--- src/rtl/pimu_pkg.sv ---
// ----------------------------------------------------------------------------
// pimu_pkg
// Shared constants and types for the packed int8 matrix unpacker.
// ----------------------------------------------------------------------------
package pimu_pkg;

    localparam int CFG_ADDR_W = 4;
    localparam int CFG_DATA_W = 16;
    localparam int CFG_K_W    = 13;
    localparam int CFG_N_W    = 13;
    localparam int CFG_LD_W   = 16;

    localparam logic [CFG_ADDR_W-1:0] REG_K_DEPTH      = 4'd0;
    localparam logic [CFG_ADDR_W-1:0] REG_N_WIDTH      = 4'd1;
    localparam logic [CFG_ADDR_W-1:0] REG_LEADING_DIM  = 4'd2;
    localparam logic [CFG_ADDR_W-1:0] REG_COLUMN_MAJOR = 4'd3;

    localparam int RST_K_DEPTH     = 4;
    localparam int RST_N_WIDTH     = 64;
    localparam int RST_LEADING_DIM = 64;

    localparam int BYTE_W   = 8;
    localparam int OFFSET_W = 28;

    localparam logic [1:0] LANE_LAST = 2'd3;
    localparam logic [3:0] COL_LAST  = 4'hF;

    typedef struct packed {
        logic hit;
        logic last;
    } t_walk_flags;

endpackage

--- src/rtl/pimu_walk.sv ---
// ----------------------------------------------------------------------------
// pimu_walk
// Packed-order traversal counters; gives row, column and hit flags of the
// current byte and steps once per accepted byte.
// ----------------------------------------------------------------------------
module pimu_walk #(
    parameter int KW = 13,
    parameter int NW = 13
) (
    input  logic                  i_clk,
    input  logic                  i_rst_n,
    input  logic                  i_restart,
    input  logic                  i_advance,
    input  logic [KW-1:0]         i_k_depth,
    input  logic [NW-1:0]         i_n_width,
    output logic [KW-1:0]         o_row,
    output logic [NW:0]           o_col,
    output pimu_pkg::t_walk_flags o_flags
);
    localparam int CW  = NW + 1;
    localparam int DGW = KW - 2;

    logic [1:0]     r_lane, n_lane;
    logic [3:0]     r_cig, n_cig;
    logic [1:0]     r_grp, n_grp;
    logic [DGW-1:0] r_dg, n_dg;
    logic [NW-1:0]  r_ps, n_ps;

    logic [NW-1:0]  w_rem;
    logic [2:0]     w_groups;
    logic [1:0]     w_grp_last;
    logic [KW-1:0]  w_k_m1;
    logic [DGW-1:0] w_dg_last;
    logic [CW-1:0]  w_ps_sum;
    logic [CW-1:0]  w_n_m1;

    assign w_rem = i_n_width - r_ps;

    always_comb begin
        if (w_rem >= NW'(64)) begin
            w_groups = 3'd4;
        end else if (w_rem >= NW'(16)) begin
            w_groups = {1'b0, w_rem[5:4]};
        end else begin
            w_groups = 3'd1;
        end
    end

    assign w_grp_last = 2'(w_groups - 3'd1);
    assign w_k_m1     = i_k_depth - KW'(1);
    assign w_dg_last  = w_k_m1[KW-1:2];
    assign w_ps_sum   = CW'(r_ps) + CW'({w_groups, 4'b0000});
    assign w_n_m1     = CW'(i_n_width) - CW'(1);

    assign o_row = {r_dg, r_lane};
    assign o_col = CW'(r_ps) + CW'({r_grp, r_cig});

    assign o_flags.hit  = (o_row < i_k_depth) && (o_col < CW'(i_n_width));
    assign o_flags.last = (o_row == w_k_m1) && (o_col == w_n_m1);

    always_comb begin
        n_lane = r_lane;
        n_cig  = r_cig;
        n_grp  = r_grp;
        n_dg   = r_dg;
        n_ps   = r_ps;
        if (i_restart) begin
            n_lane = '0;
            n_cig  = '0;
            n_grp  = '0;
            n_dg   = '0;
            n_ps   = '0;
        end else if (i_advance) begin
            n_lane = r_lane + 2'd1;
            if (r_lane == pimu_pkg::LANE_LAST) begin
                n_cig = r_cig + 4'd1;
                if (r_cig == pimu_pkg::COL_LAST) begin
                    if (r_grp == w_grp_last) begin
                        n_grp = '0;
                        if (r_dg == w_dg_last) begin
                            n_dg = '0;
                            if (w_ps_sum >= CW'(i_n_width)) begin
                                n_ps = '0;
                            end else begin
                                n_ps = w_ps_sum[NW-1:0];
                            end
                        end else begin
                            n_dg = r_dg + DGW'(1);
                        end
                    end else begin
                        n_grp = r_grp + 2'd1;
                    end
                end
            end
        end
    end

    always_ff @(posedge i_clk) begin
        if (!i_rst_n) begin
            r_lane <= '0;
            r_cig  <= '0;
            r_grp  <= '0;
            r_dg   <= '0;
            r_ps   <= '0;
        end else begin
            r_lane <= n_lane;
            r_cig  <= n_cig;
            r_grp  <= n_grp;
            r_dg   <= n_dg;
            r_ps   <= n_ps;
        end
    end

endmodule

--- src/rtl/pimu_offset.sv ---
// ----------------------------------------------------------------------------
// pimu_offset
// Result stage: one multiply-add for the destination offset, output
// register with valid/stall handshake.
// ----------------------------------------------------------------------------
module pimu_offset #(
    parameter int AW = 14,
    parameter int LW = 16
) (
    input  logic                                i_clk,
    input  logic                                i_rst_n,
    input  logic                                i_valid,
    output logic                                o_stall,
    input  logic signed [pimu_pkg::BYTE_W-1:0]  i_value,
    input  logic [AW-1:0]                       i_mul_a,
    input  logic [AW-1:0]                       i_add_c,
    input  logic                                i_last,
    input  logic [LW-1:0]                       i_leading_dim,
    output logic                                o_valid,
    input  logic                                i_stall,
    output logic signed [pimu_pkg::BYTE_W-1:0]  o_value,
    output logic [pimu_pkg::OFFSET_W-1:0]       o_dest_offset,
    output logic                                o_last
);
    localparam int PW = AW + LW;
    localparam int FW = (PW + 1 > pimu_pkg::OFFSET_W) ? PW + 1 : pimu_pkg::OFFSET_W;

    logic [PW-1:0] w_prod;
    logic [FW-1:0] w_sum;

    logic                               r_valid;
    logic signed [pimu_pkg::BYTE_W-1:0] r_value;
    logic [pimu_pkg::OFFSET_W-1:0]      r_offset;
    logic                               r_last;

    assign w_prod  = PW'(i_mul_a) * PW'(i_leading_dim);
    assign w_sum   = FW'(w_prod) + FW'(i_add_c);
    assign o_stall = r_valid && i_stall;

    always_ff @(posedge i_clk) begin
        if (!i_rst_n) begin
            r_valid <= 1'b0;
        end else if (!o_stall) begin
            r_valid <= i_valid;
        end
    end

    always_ff @(posedge i_clk) begin
        if (!o_stall && i_valid) begin
            r_value  <= i_value;
            r_offset <= w_sum[pimu_pkg::OFFSET_W-1:0];
            r_last   <= i_last;
        end
    end

    assign o_valid       = r_valid;
    assign o_value       = r_value;
    assign o_dest_offset = r_offset;
    assign o_last        = r_last;

endmodule

--- src/rtl/packed_int8_matrix_unpacker.sv ---
// ----------------------------------------------------------------------------
// packed_int8_matrix_unpacker
// Turns a packed int8 matrix stream back into elements with destination
// offsets.
// ----------------------------------------------------------------------------
// One packed byte is accepted per cycle while the output is not stalled; a
// byte in the matrix passes the stage-one and result-stage registers and
// leaves with its row- or column-major offset; padding bytes are dropped. The
// rate is set by the result stage, which does one offset multiply-add per
// cycle. Any configuration write restarts the traversal at the first byte.
// ----------------------------------------------------------------------------
module packed_int8_matrix_unpacker #(
    parameter int MAX_K_DEPTH     = 4096,
    parameter int MAX_N_WIDTH     = 4096,
    parameter int MAX_LEADING_DIM = 65535
) (
    input  logic                                  i_clk,
    input  logic                                  i_rst_n,
    input  logic                                  i_cfg_we,
    input  logic [pimu_pkg::CFG_ADDR_W-1:0]       i_cfg_addr,
    input  logic [pimu_pkg::CFG_DATA_W-1:0]       i_cfg_data,
    input  logic                                  i_valid,
    output logic                                  o_stall,
    input  logic signed [pimu_pkg::BYTE_W-1:0]    i_packed_byte,
    output logic                                  o_valid,
    input  logic                                  i_stall,
    output logic signed [pimu_pkg::BYTE_W-1:0]    o_value,
    output logic [pimu_pkg::OFFSET_W-1:0]         o_dest_offset,
    output logic                                  o_last
);
    localparam int KMAX  = (MAX_K_DEPTH < 8191) ? MAX_K_DEPTH : 8191;
    localparam int NMAX  = (MAX_N_WIDTH < 8191) ? MAX_N_WIDTH : 8191;
    localparam int LMAX  = (MAX_LEADING_DIM < 65535) ? MAX_LEADING_DIM : 65535;
    localparam int KW    = $clog2(KMAX + 1);
    localparam int NW    = $clog2(((NMAX > 64) ? NMAX : 64) + 1);
    localparam int LW    = $clog2(((LMAX > 64) ? LMAX : 64) + 1);
    localparam int CW    = NW + 1;
    localparam int AW    = (CW > KW) ? CW : KW;

    logic [KW-1:0] r_k_depth;
    logic [NW-1:0] r_n_width;
    logic [LW-1:0] r_leading_dim;
    logic          r_column_major;

    logic [pimu_pkg::CFG_K_W-1:0]  w_k_raw;
    logic [pimu_pkg::CFG_N_W-1:0]  w_n_raw;
    logic [pimu_pkg::CFG_LD_W-1:0] w_ld_raw;
    logic [KW-1:0]                 n_k_depth;
    logic [NW-1:0]                 n_n_width;
    logic [LW-1:0]                 n_leading_dim;

    logic                  w_in_accept;
    logic [KW-1:0]         w_row;
    logic [CW-1:0]         w_col;
    pimu_pkg::t_walk_flags w_flags;
    logic                  w_s2_stall;

    logic                               r1_valid;
    logic signed [pimu_pkg::BYTE_W-1:0] r1_value;
    logic [AW-1:0]                      r1_mul_a;
    logic [AW-1:0]                      r1_add_c;
    logic                               r1_last;

    // saturate register writes into their legal ranges
    assign w_k_raw  = i_cfg_data[pimu_pkg::CFG_K_W-1:0];
    assign w_n_raw  = i_cfg_data[pimu_pkg::CFG_N_W-1:0];
    assign w_ld_raw = i_cfg_data[pimu_pkg::CFG_LD_W-1:0];

    always_comb begin
        if (w_k_raw == '0) begin
            n_k_depth = KW'(1);
        end else if (32'(w_k_raw) > 32'(KMAX)) begin
            n_k_depth = KW'(KMAX);
        end else begin
            n_k_depth = KW'(w_k_raw);
        end
        if (w_n_raw == '0) begin
            n_n_width = NW'(1);
        end else if (32'(w_n_raw) > 32'(NMAX)) begin
            n_n_width = NW'(NMAX);
        end else begin
            n_n_width = NW'(w_n_raw);
        end
        if (w_ld_raw == '0) begin
            n_leading_dim = LW'(1);
        end else if (32'(w_ld_raw) > 32'(LMAX)) begin
            n_leading_dim = LW'(LMAX);
        end else begin
            n_leading_dim = LW'(w_ld_raw);
        end
    end

    always_ff @(posedge i_clk) begin
        if (!i_rst_n) begin
            r_k_depth      <= KW'(pimu_pkg::RST_K_DEPTH);
            r_n_width      <= NW'(pimu_pkg::RST_N_WIDTH);
            r_leading_dim  <= LW'(pimu_pkg::RST_LEADING_DIM);
            r_column_major <= 1'b0;
        end else if (i_cfg_we) begin
            unique case (i_cfg_addr)
                pimu_pkg::REG_K_DEPTH:      r_k_depth      <= n_k_depth;
                pimu_pkg::REG_N_WIDTH:      r_n_width      <= n_n_width;
                pimu_pkg::REG_LEADING_DIM:  r_leading_dim  <= n_leading_dim;
                pimu_pkg::REG_COLUMN_MAJOR: r_column_major <= i_cfg_data[0];
                default: begin
                end
            endcase
        end
    end

    assign o_stall     = r1_valid && w_s2_stall;
    assign w_in_accept = i_valid && !o_stall;

    pimu_walk #(
        .KW (KW),
        .NW (NW)
    ) u_walk (
        .i_clk     (i_clk),
        .i_rst_n   (i_rst_n),
        .i_restart (i_cfg_we),
        .i_advance (w_in_accept),
        .i_k_depth (r_k_depth),
        .i_n_width (r_n_width),
        .o_row     (w_row),
        .o_col     (w_col),
        .o_flags   (w_flags)
    );

    always_ff @(posedge i_clk) begin
        if (!i_rst_n) begin
            r1_valid <= 1'b0;
        end else if (!o_stall) begin
            r1_valid <= w_in_accept && w_flags.hit;
        end
    end

    always_ff @(posedge i_clk) begin
        if (w_in_accept) begin
            r1_value <= i_packed_byte;
            r1_last  <= w_flags.last;
            if (r_column_major) begin
                r1_mul_a <= AW'(w_col);
                r1_add_c <= AW'(w_row);
            end else begin
                r1_mul_a <= AW'(w_row);
                r1_add_c <= AW'(w_col);
            end
        end
    end

    pimu_offset #(
        .AW (AW),
        .LW (LW)
    ) u_offset (
        .i_clk         (i_clk),
        .i_rst_n       (i_rst_n),
        .i_valid       (r1_valid),
        .o_stall       (w_s2_stall),
        .i_value       (r1_value),
        .i_mul_a       (r1_mul_a),
        .i_add_c       (r1_add_c),
        .i_last        (r1_last),
        .i_leading_dim (r_leading_dim),
        .o_valid       (o_valid),
        .i_stall       (i_stall),
        .o_value       (o_value),
        .o_dest_offset (o_dest_offset),
        .o_last        (o_last)
    );

endmodule

--- config.mk ---
export PLATFORM = sky130hd
export DESIGN_NAME = packed_int8_matrix_unpacker
export DESIGN_NICKNAME = d
export VERILOG_FILES = /design/src/rtl/pimu_pkg.sv /design/src/rtl/pimu_walk.sv /design/src/rtl/pimu_offset.sv /design/src/rtl/packed_int8_matrix_unpacker.sv
export SDC_FILE = /design/constraint.sdc
export NUM_CORES = 1
export LEC_CHECK = 0
export BUFFER_PORTS_ARGS = -buffer_cell sky130_fd_sc_hd__buf_2
export CORE_MARGIN = 10
export CORE_UTILIZATION = 44
export DETAILED_ROUTE_END_ITERATION = 16
export PLACE_DENSITY = 0.65
export SLEW_MARGIN = 20
export SYNTH_ARGS = -nofsm -noshare
export SYNTH_HDL_FRONTEND = slang
export SYNTH_SLANG_ARGS = --single-unit
--- constraint.sdc ---
create_clock -name i_clk -period 16.1 [get_ports i_clk]
set_input_delay 3.22 -clock i_clk [delete_from_list [all_inputs] [get_ports i_clk]]
set_output_delay 3.22 -clock i_clk [all_outputs]
set_load 0.05 [all_outputs]
==> flow_summary.toml, run 1 <==
[logic_synthesis]
yosysSeqAreaShare_pct = 23.9
synth_seq_cells = 147
synth_top_cell_area_share_pct = 23.2
synthCells = 1676
synth_common_cells = "nand2_1 (263), inv_1 (237), fa_1 (179)"
synth_cell_types = 65
synth_ff_type = "edfxtp_1"
synth_edf_count = 74
postSynth.asyncResetShare_pct = 0
synth_area_leader_cell = "fa_1"
synth_area_per_cell_sq_um = 9.20
synth_area_leaders = "fa_1 (23%), edfxtp_1 (14%), ha_1 (11%)"
netlist_area_sq_um = 15400
synth_nets = 2028
yosysWarnings = 0
yosysMostFrequentCell = "nand2_1"

[timing]
whs_ns = 0.421
slew_headroom_pct = 45.2
final_hold_viol_count = 0
fin_ws_ns = 9.00
fin_crit_sh_pct = 44.1
rsz0062_at_grt = "no"
tns_ns = 0
fmax_mhz = 141
setup_viol = 0
min_period_ns = 7.10
worst_slew_pin_slew_ns = 0.822
clock_skew_ns = 0.00964
finalMaxSlewViolations = 0

[route]
drtPass1Iterations = 5
wl_per_cell_um = 17.0
drc = 0
wirelength_um = 36800
dr_total_vias = 11600
via_per_inst = 5.33
detail-route-antenna-nets = 0
drt_iter0_drc = 648

[status]
status = "complete, no violations"

[critical_path]
reg2reg_from = "r1_mul_a[10]$_DFFE_PP_"
r2r_slack_ns = 9.35
path_delay_family = "buffers and inverters"
worst_path_most_repeated_cell = "buf_2"
endpoint_kind = "output port"
critPathSlowestCell = "buf_2"
critical_path_class = "in -> out"
path_buf_inv = 2
required_ns = 12.88
reg2reg_to = "u_offset.o_dest_offset[27]$_DFFE_PP_"
path_max_fanout = 3
worstRegToRegCells = 20
crit_chain = "buf_2 > and3_1 > buf_2"
crit_arrival_ns = 3.88
startpoint_type = "input pin"
critPathMaxStageDelay_ns = 0.29

[clock_network]
clock_sinks = 147
cts_hold_buf = 0
cts_max_level = 4
root_buffer = "clkbuf_16"
insertion_delay_ns = 0.44
cts_buffer_depth = 2
numCtsBuffers = 17
path_clk_slew_ns = 0.06
cts_tree = "yes"
ctsResizeCount = 0
postCtsSetupBuffers = 0

[floorplan]
die_h_um = 207
dieArea_sq_um = 42900
pin_count = 72
start_util_pct = 44.6
die_w_um = 207
core.rowCount = 68
core_sq_um = 34500

[global_routing]
antenna_found_initial = 0
gr-total-overflow = 0
grt_pass1_vias = 11800
grt_max_degree = 49
grtUsageTotal_pct = 17.4
grt_pass1_wl_um = 61900

[layout]
fillers = 3294
drive_gt1_share_pct = 8.10
layout.nets = 2056
multi_input_area_sq_um = 10600
antenna_cells = 0
syn_to_final_growth_pct = 8.34
ff_latch_area_sq_um = 3680

[placement]
pre_cts_ws_ns = 8.99
portBuffers = 71
place.detailed.hpwl_um = 29100
gp_congestion = 0.942

[hold_path]
worstHoldPathCells = 0
hold_end = "u_offset.o_last$_DFFE_PP_"
holdCritStartpoint = "r1_last$_DFFE_PP_"
hp-class = "reg -> reg"

[power]
p_per_area_nw_per_um2 = 58.2
p_leak_nw = 7.61
irDropWorstVdd_mv = 0.0761

[flow_run]
maxCapViolCount = 0
==> worst max path at each step <==
stage / cells past startpoint / endpoint / start / slack (ns)
after global placement: 3 / o_stall / i_stall / 9.00
after detailed placement: 3 / o_stall / i_stall / 8.99
final: 3 / o_stall / i_stall / 9.00
after CTS: 3 / o_stall / i_stall / 8.99
after global routing: 20 / u_offset.o_dest_offset[27]$_DFFE_PP_ / r1_mul_a[13]$_SDFFCE_PN0P_ / 8.88
after floorplan: 1 / o_stall / i_stall / 9.18
==> routing by layer <==
| metal | share of wire [%] | up-vias | global-route usage [%] |
|---|---|---|---|
| li1 | - | 5521 | - |
| met5 | 0 | - | 0 |
| met1 | 46 | 5718 | 23.4 |
| met2 | 47 | 307 | 28.4 |
| met4 | 2.0 | 0 | 4.82 |
| met3 | 4.7 | 34 | 2.84 |
==> power by group <==
group | switching (mW) | internal [mW] | leakage (nW)
clock network | 0.188 | 0.205 | 0.276
registers | 0.0137 | 0.408 | 1.32
logic | 0.101 | 0.0565 | 6.02
==> state kept, by name, indices dropped and copies added (netlist names) <==
name,count
u_offset.o_value,8
u_offset.o_last,1
u_walk.r_grp,2
r_k_depth,13
u_walk.r_ps,9
r_leading_dim,16
r_n_width,13
u_offset.o_valid,1
r1_valid,1
u_walk.r_lane,2
u_walk.r_dg,11
u_walk.r_cig,4
r_column_major,1
u_offset.o_dest_offset,28
r1_value,8
r1_mul_a,14
r1_add_c,14
r1_last,1
==> layout by cell type, fill, tap and decap left out, types with 4 or more instances in the layout <==
| cell type | synthesis | final |
|---|---|---|
| inv_1 | 237 | 237 |
| a31oi_1 | 10 | 10 |
| and2_1 | 93 | 93 |
| nor4_1 | 13 | 13 |
| nand4_1 | 11 | 11 |
| buf_2 | 1 | 71 |
| or3_1 | 9 | 9 |
| nor2b_1 | 22 | 21 |
| dfxtp_1 | 73 | 73 |
| buf_4 | 0 | 6 |
| nor2_1 | 63 | 63 |
| edfxtp_1 | 74 | 74 |
| clkbuf_16 | 0 | 17 |
| a21o_1 | 13 | 13 |
| xor2_1 | 17 | 17 |
| xnor2_1 | 69 | 69 |
| mux2i_1 | 6 | 6 |
| fa_1 | 179 | 179 |
| nand2b_1 | 8 | 8 |
| o21ai_0 | 34 | 34 |
| o2111ai_1 | 7 | 7 |
| or4_1 | 4 | 4 |
| o211ai_1 | 6 | 6 |
| ha_1 | 140 | 140 |
| and3_1 | 14 | 14 |
| a211oi_1 | 5 | 5 |
| mux2_2 | 22 | 22 |
| inv_6 | 0 | 5 |
| a21boi_0 | 38 | 37 |
| o211a_1 | 4 | 4 |
| a21oi_1 | 65 | 65 |
| nand3_1 | 25 | 25 |
| nand2_1 | 263 | 263 |
| nor3_1 | 22 | 22 |
| inv_8 | 0 | 5 |
| and4_1 | 4 | 4 |
| o21a_1 | 12 | 12 |
==> cells by family (layout without fill, tap and decap cells) <==
| group | count (synthesis) | in the layout | share of synthesized area, % |
|---|---|---|---|
| mux | 28 | 28 | 2.00 |
| compound gates | 220 | 220 | 9.31 |
| xor+xnor | 86 | 86 | 4.88 |
| buf+inv | 305 | 346 | 7.49 |
| other cells | 1 | 1 | 0.0243 |
| fa+ha+maj | 319 | 319 | 34.6 |
| simple gates | 570 | 570 | 17.8 |
| flops | 147 | 147 | 23.9 |
==> area by class of cell <==
type | instances | share of cell area [%]
clock inverter | 15 | 0.824
tap | 455 | 3.41
sequential | 147 | 22.0
multi-input combinational | 1224 | 63.5
inverter | 237 | 5.32
timing repair buffer | 77 | 2.40
clock buffer | 17 | 2.55
==> metrics by stage <==
step	cells	cell area [sq um]	util, %	power (mW)
CTS	2172	16700	48.4	0.982
floorplan	1676	15400	-	0.546
finish	2172	16700	48.4	0.972
detailed placement	2140	16100	46.7	0.588
global placement	2140	16100	46.7	0.584
global route	2172	16700	48.4	1.02
No activity file was read; power rests on OpenSTA's default activity.
==> run 2, diff against run 1 <==
Clock period 16.1 ns to 6.8 ns, I/O delays scaled along.
==> run 2 against run 1 <==
  * First-iteration DRC count is 15% higher
  * Cell area is 1.1% higher
  * Clock power is 140% higher
  * Clock skew is 0.0036 ns higher
  * Register-to-register slack worse by 9.0 ns
  * Sequential power is 130% higher
  * Cell count is 1.2% higher
  * Core utilization is 0.55 points higher
  * Critical path type is now reg -> reg
  * Largest cell class unchanged
==> flow_summary.toml, run 2 (synthesis gave the netlist of run 1 again) <==
[clock_network]
cts_tree = "yes"
cts_buffer_depth = 2
insertion_delay_ns = 0.45
path_clk_slew_ns = 0.07
cts_hold_buf = 0
cts_max_level = 4
numCtsBuffers = 17
root_buffer = "clkbuf_16"
clock_sinks = 147

[critical_path]
endpoint_kind = "flip-flop"
crit_arrival_ns = 6.61
required_ns = 6.98
critPathMaxStageDelay_ns = 0.55
startpoint_type = "flip-flop"
path_buf_inv = 4
critPathSlowestCell = "edfxtp_1"
crit_chain = "and2_1 > fa_1 > inv_1 > fa_1 > fa_1 > inv_1 > fa_1 > inv_1 > fa_1 > fa_1 > inv_1 > ha_1 > o211ai_1 > nor3_1 > a211oi_1 > o211ai_1 > nand3_1 > a31oi_1 > o21ai_0 > a21oi_1 > a31oi_1"
path_max_fanout = 9
worst_path_most_repeated_cell = "fa_1"
critical_path_class = "reg -> reg"
path_delay_family = "adder cells"

[timing]
clock_skew_ns = 0.0132
finalMaxSlewViolations = 0
rsz0062_at_grt = "no"
setup_viol = 0
worst_slew_pin_slew_ns = 0.862
final_hold_viol_count = 0
fin_crit_sh_pct = 94.5
slew_headroom_pct = 42.6
fmax_mhz = 156
fin_ws_ns = 0.372
min_period_ns = 6.43
tns_ns = 0

[route]
drtPass1Iterations = 6
via_per_inst = 5.33
wirelength_um = 38300
wl_per_cell_um = 17.4
drc = 0
drt_iter0_drc = 742
detail-route-antenna-nets = 0
dr_total_vias = 11700

[layout]
antenna_cells = 0
mostFrequentLayoutCell = "nand2_1"
syn_to_final_growth_pct = 9.58
finalNonFillerCells = 2197
utilization_pct = 48.9
largest_reg_flops = 28
final_cell_mix = "nand2_1 (263), inv_1 (237), fa_1 (179)"
layout.nets = 2081
drive_gt1_share_pct = 9.76

[power]
p_per_area_nw_per_um2 = 137
power_frac_clock_pct = 40.5
netSwitchingPower_mw = 0.723
comb_power_share_pct = 16.9
switching_share_pct = 31.2
p_leak_nw = 7.74
intPower_mw = 1.59
irDropWorstVdd_mv = 0.160
pwr-share-seq_pct = 42.6

[placement]
gp_congestion = 0.919
place.detailed.hpwl_um = 30900
portBuffers = 71
post-place-cells = 2152
pre_cts_ws_ns = 0.292

[floorplan]
core_sq_um = 34500
start_util_pct = 44.6
die_h_um = 207
dieArea_sq_um = 42900
pin_count = 72
core.rowCount = 68
die_w_um = 207

[global_routing]
grt_pass1_vias = 11800
grtUsageTotal_pct = 17.8
antenna_found_initial = 0
gr-total-overflow = 0
grt_pass1_wl_um = 62900
grt_max_degree = 49

[status]
status = "complete, no violations"

[flow_run]
maxCapViolCount = 0

[hold_path]
hp-class = "reg -> reg"
-- run 2: routing by layer --
layer  vias up  routed length, um  GRT usage (%)
li1       5578                  -              -
met1      5757              17500           23.8
met2       319              17900           28.8
met3        46               2200           3.44
met4         0                781           4.97
met5         -                  0              0
-- run 2: power by group through the flow --
stage          clock (mW)  sequential, mW  combinational [mW]
6_report            0.938           0.988               0.392
5_1_grt             0.992           0.991               0.438
4_1_cts             0.954           0.994               0.383
3_3_place_gp            0            1.01               0.373
2_1_floorplan           0            1.05               0.240
3_5_place_dp            0            1.01               0.381
-- run 2: worst paths after layout --
| check | startpoint | endpoint | slack (ns) | cells after the start |
|---|---|---|---|---|
| min | r1_value[3]$_DFFE_PP_ | u_offset.o_value[3]$_DFFE_PP_ | 0.42 | 0 |
| max reg2reg | r1_mul_a[0]$_DFFE_PP_ | u_offset.o_dest_offset[27]$_DFFE_PP_ | 0.37 | 21 |
| min reg2reg | r1_value[3]$_DFFE_PP_ | u_offset.o_value[3]$_DFFE_PP_ | 0.42 | 0 |
| max | r1_mul_a[0]$_DFFE_PP_ | u_offset.o_dest_offset[27]$_DFFE_PP_ | 0.37 | 21 |
-- run 2: timing repair --
action                                  CTS  global route
resized for setup                         0             4
endpoints found under the setup margin    0             1
buffers inserted                          0            13
-- run 2: layout make-up --
class / instances / area, sq um
Tap cell: 455 / 569
Clock buffer: 18 / 439
Fill cell: 3325 / 17600
Clock inverter: 14 / 119
Sequential cell: 147 / 3690
Inverter: 237 / 890
Multi-Input combinational cell: 1224 / 10600
Timing Repair Buffer: 102 / 588
-- run 2: stage by stage --
stage | area (sq um) | power, mW | hold WS [ns]
after floorplan | 15400 | 1.29 | 0.400
after global placement | 16200 | 1.39 | 0.400
after detailed placement | 16200 | 1.39 | 0.406
after CTS | 16800 | 2.33 | 0.423
after global routing | 16900 | 2.42 | 0.426
final | 16900 | 2.32 | 0.421
-- run 2: worst register-to-register path, cell delays in order (launching register included) --
cell and delay [ns]:
edfxtp_1 0.55, and2_1 0.26, fa_1 0.51, inv_1 0.06
fa_1 0.50, fa_1 0.53, inv_1 0.06, fa_1 0.53
inv_1 0.05, fa_1 0.44, fa_1 0.48, inv_1 0.04
ha_1 0.37, o211ai_1 0.11, nor3_1 0.33, a211oi_1 0.16
o211ai_1 0.41, nand3_1 0.20, a31oi_1 0.24, o21ai_0 0.14
a21oi_1 0.16, a31oi_1 0.05
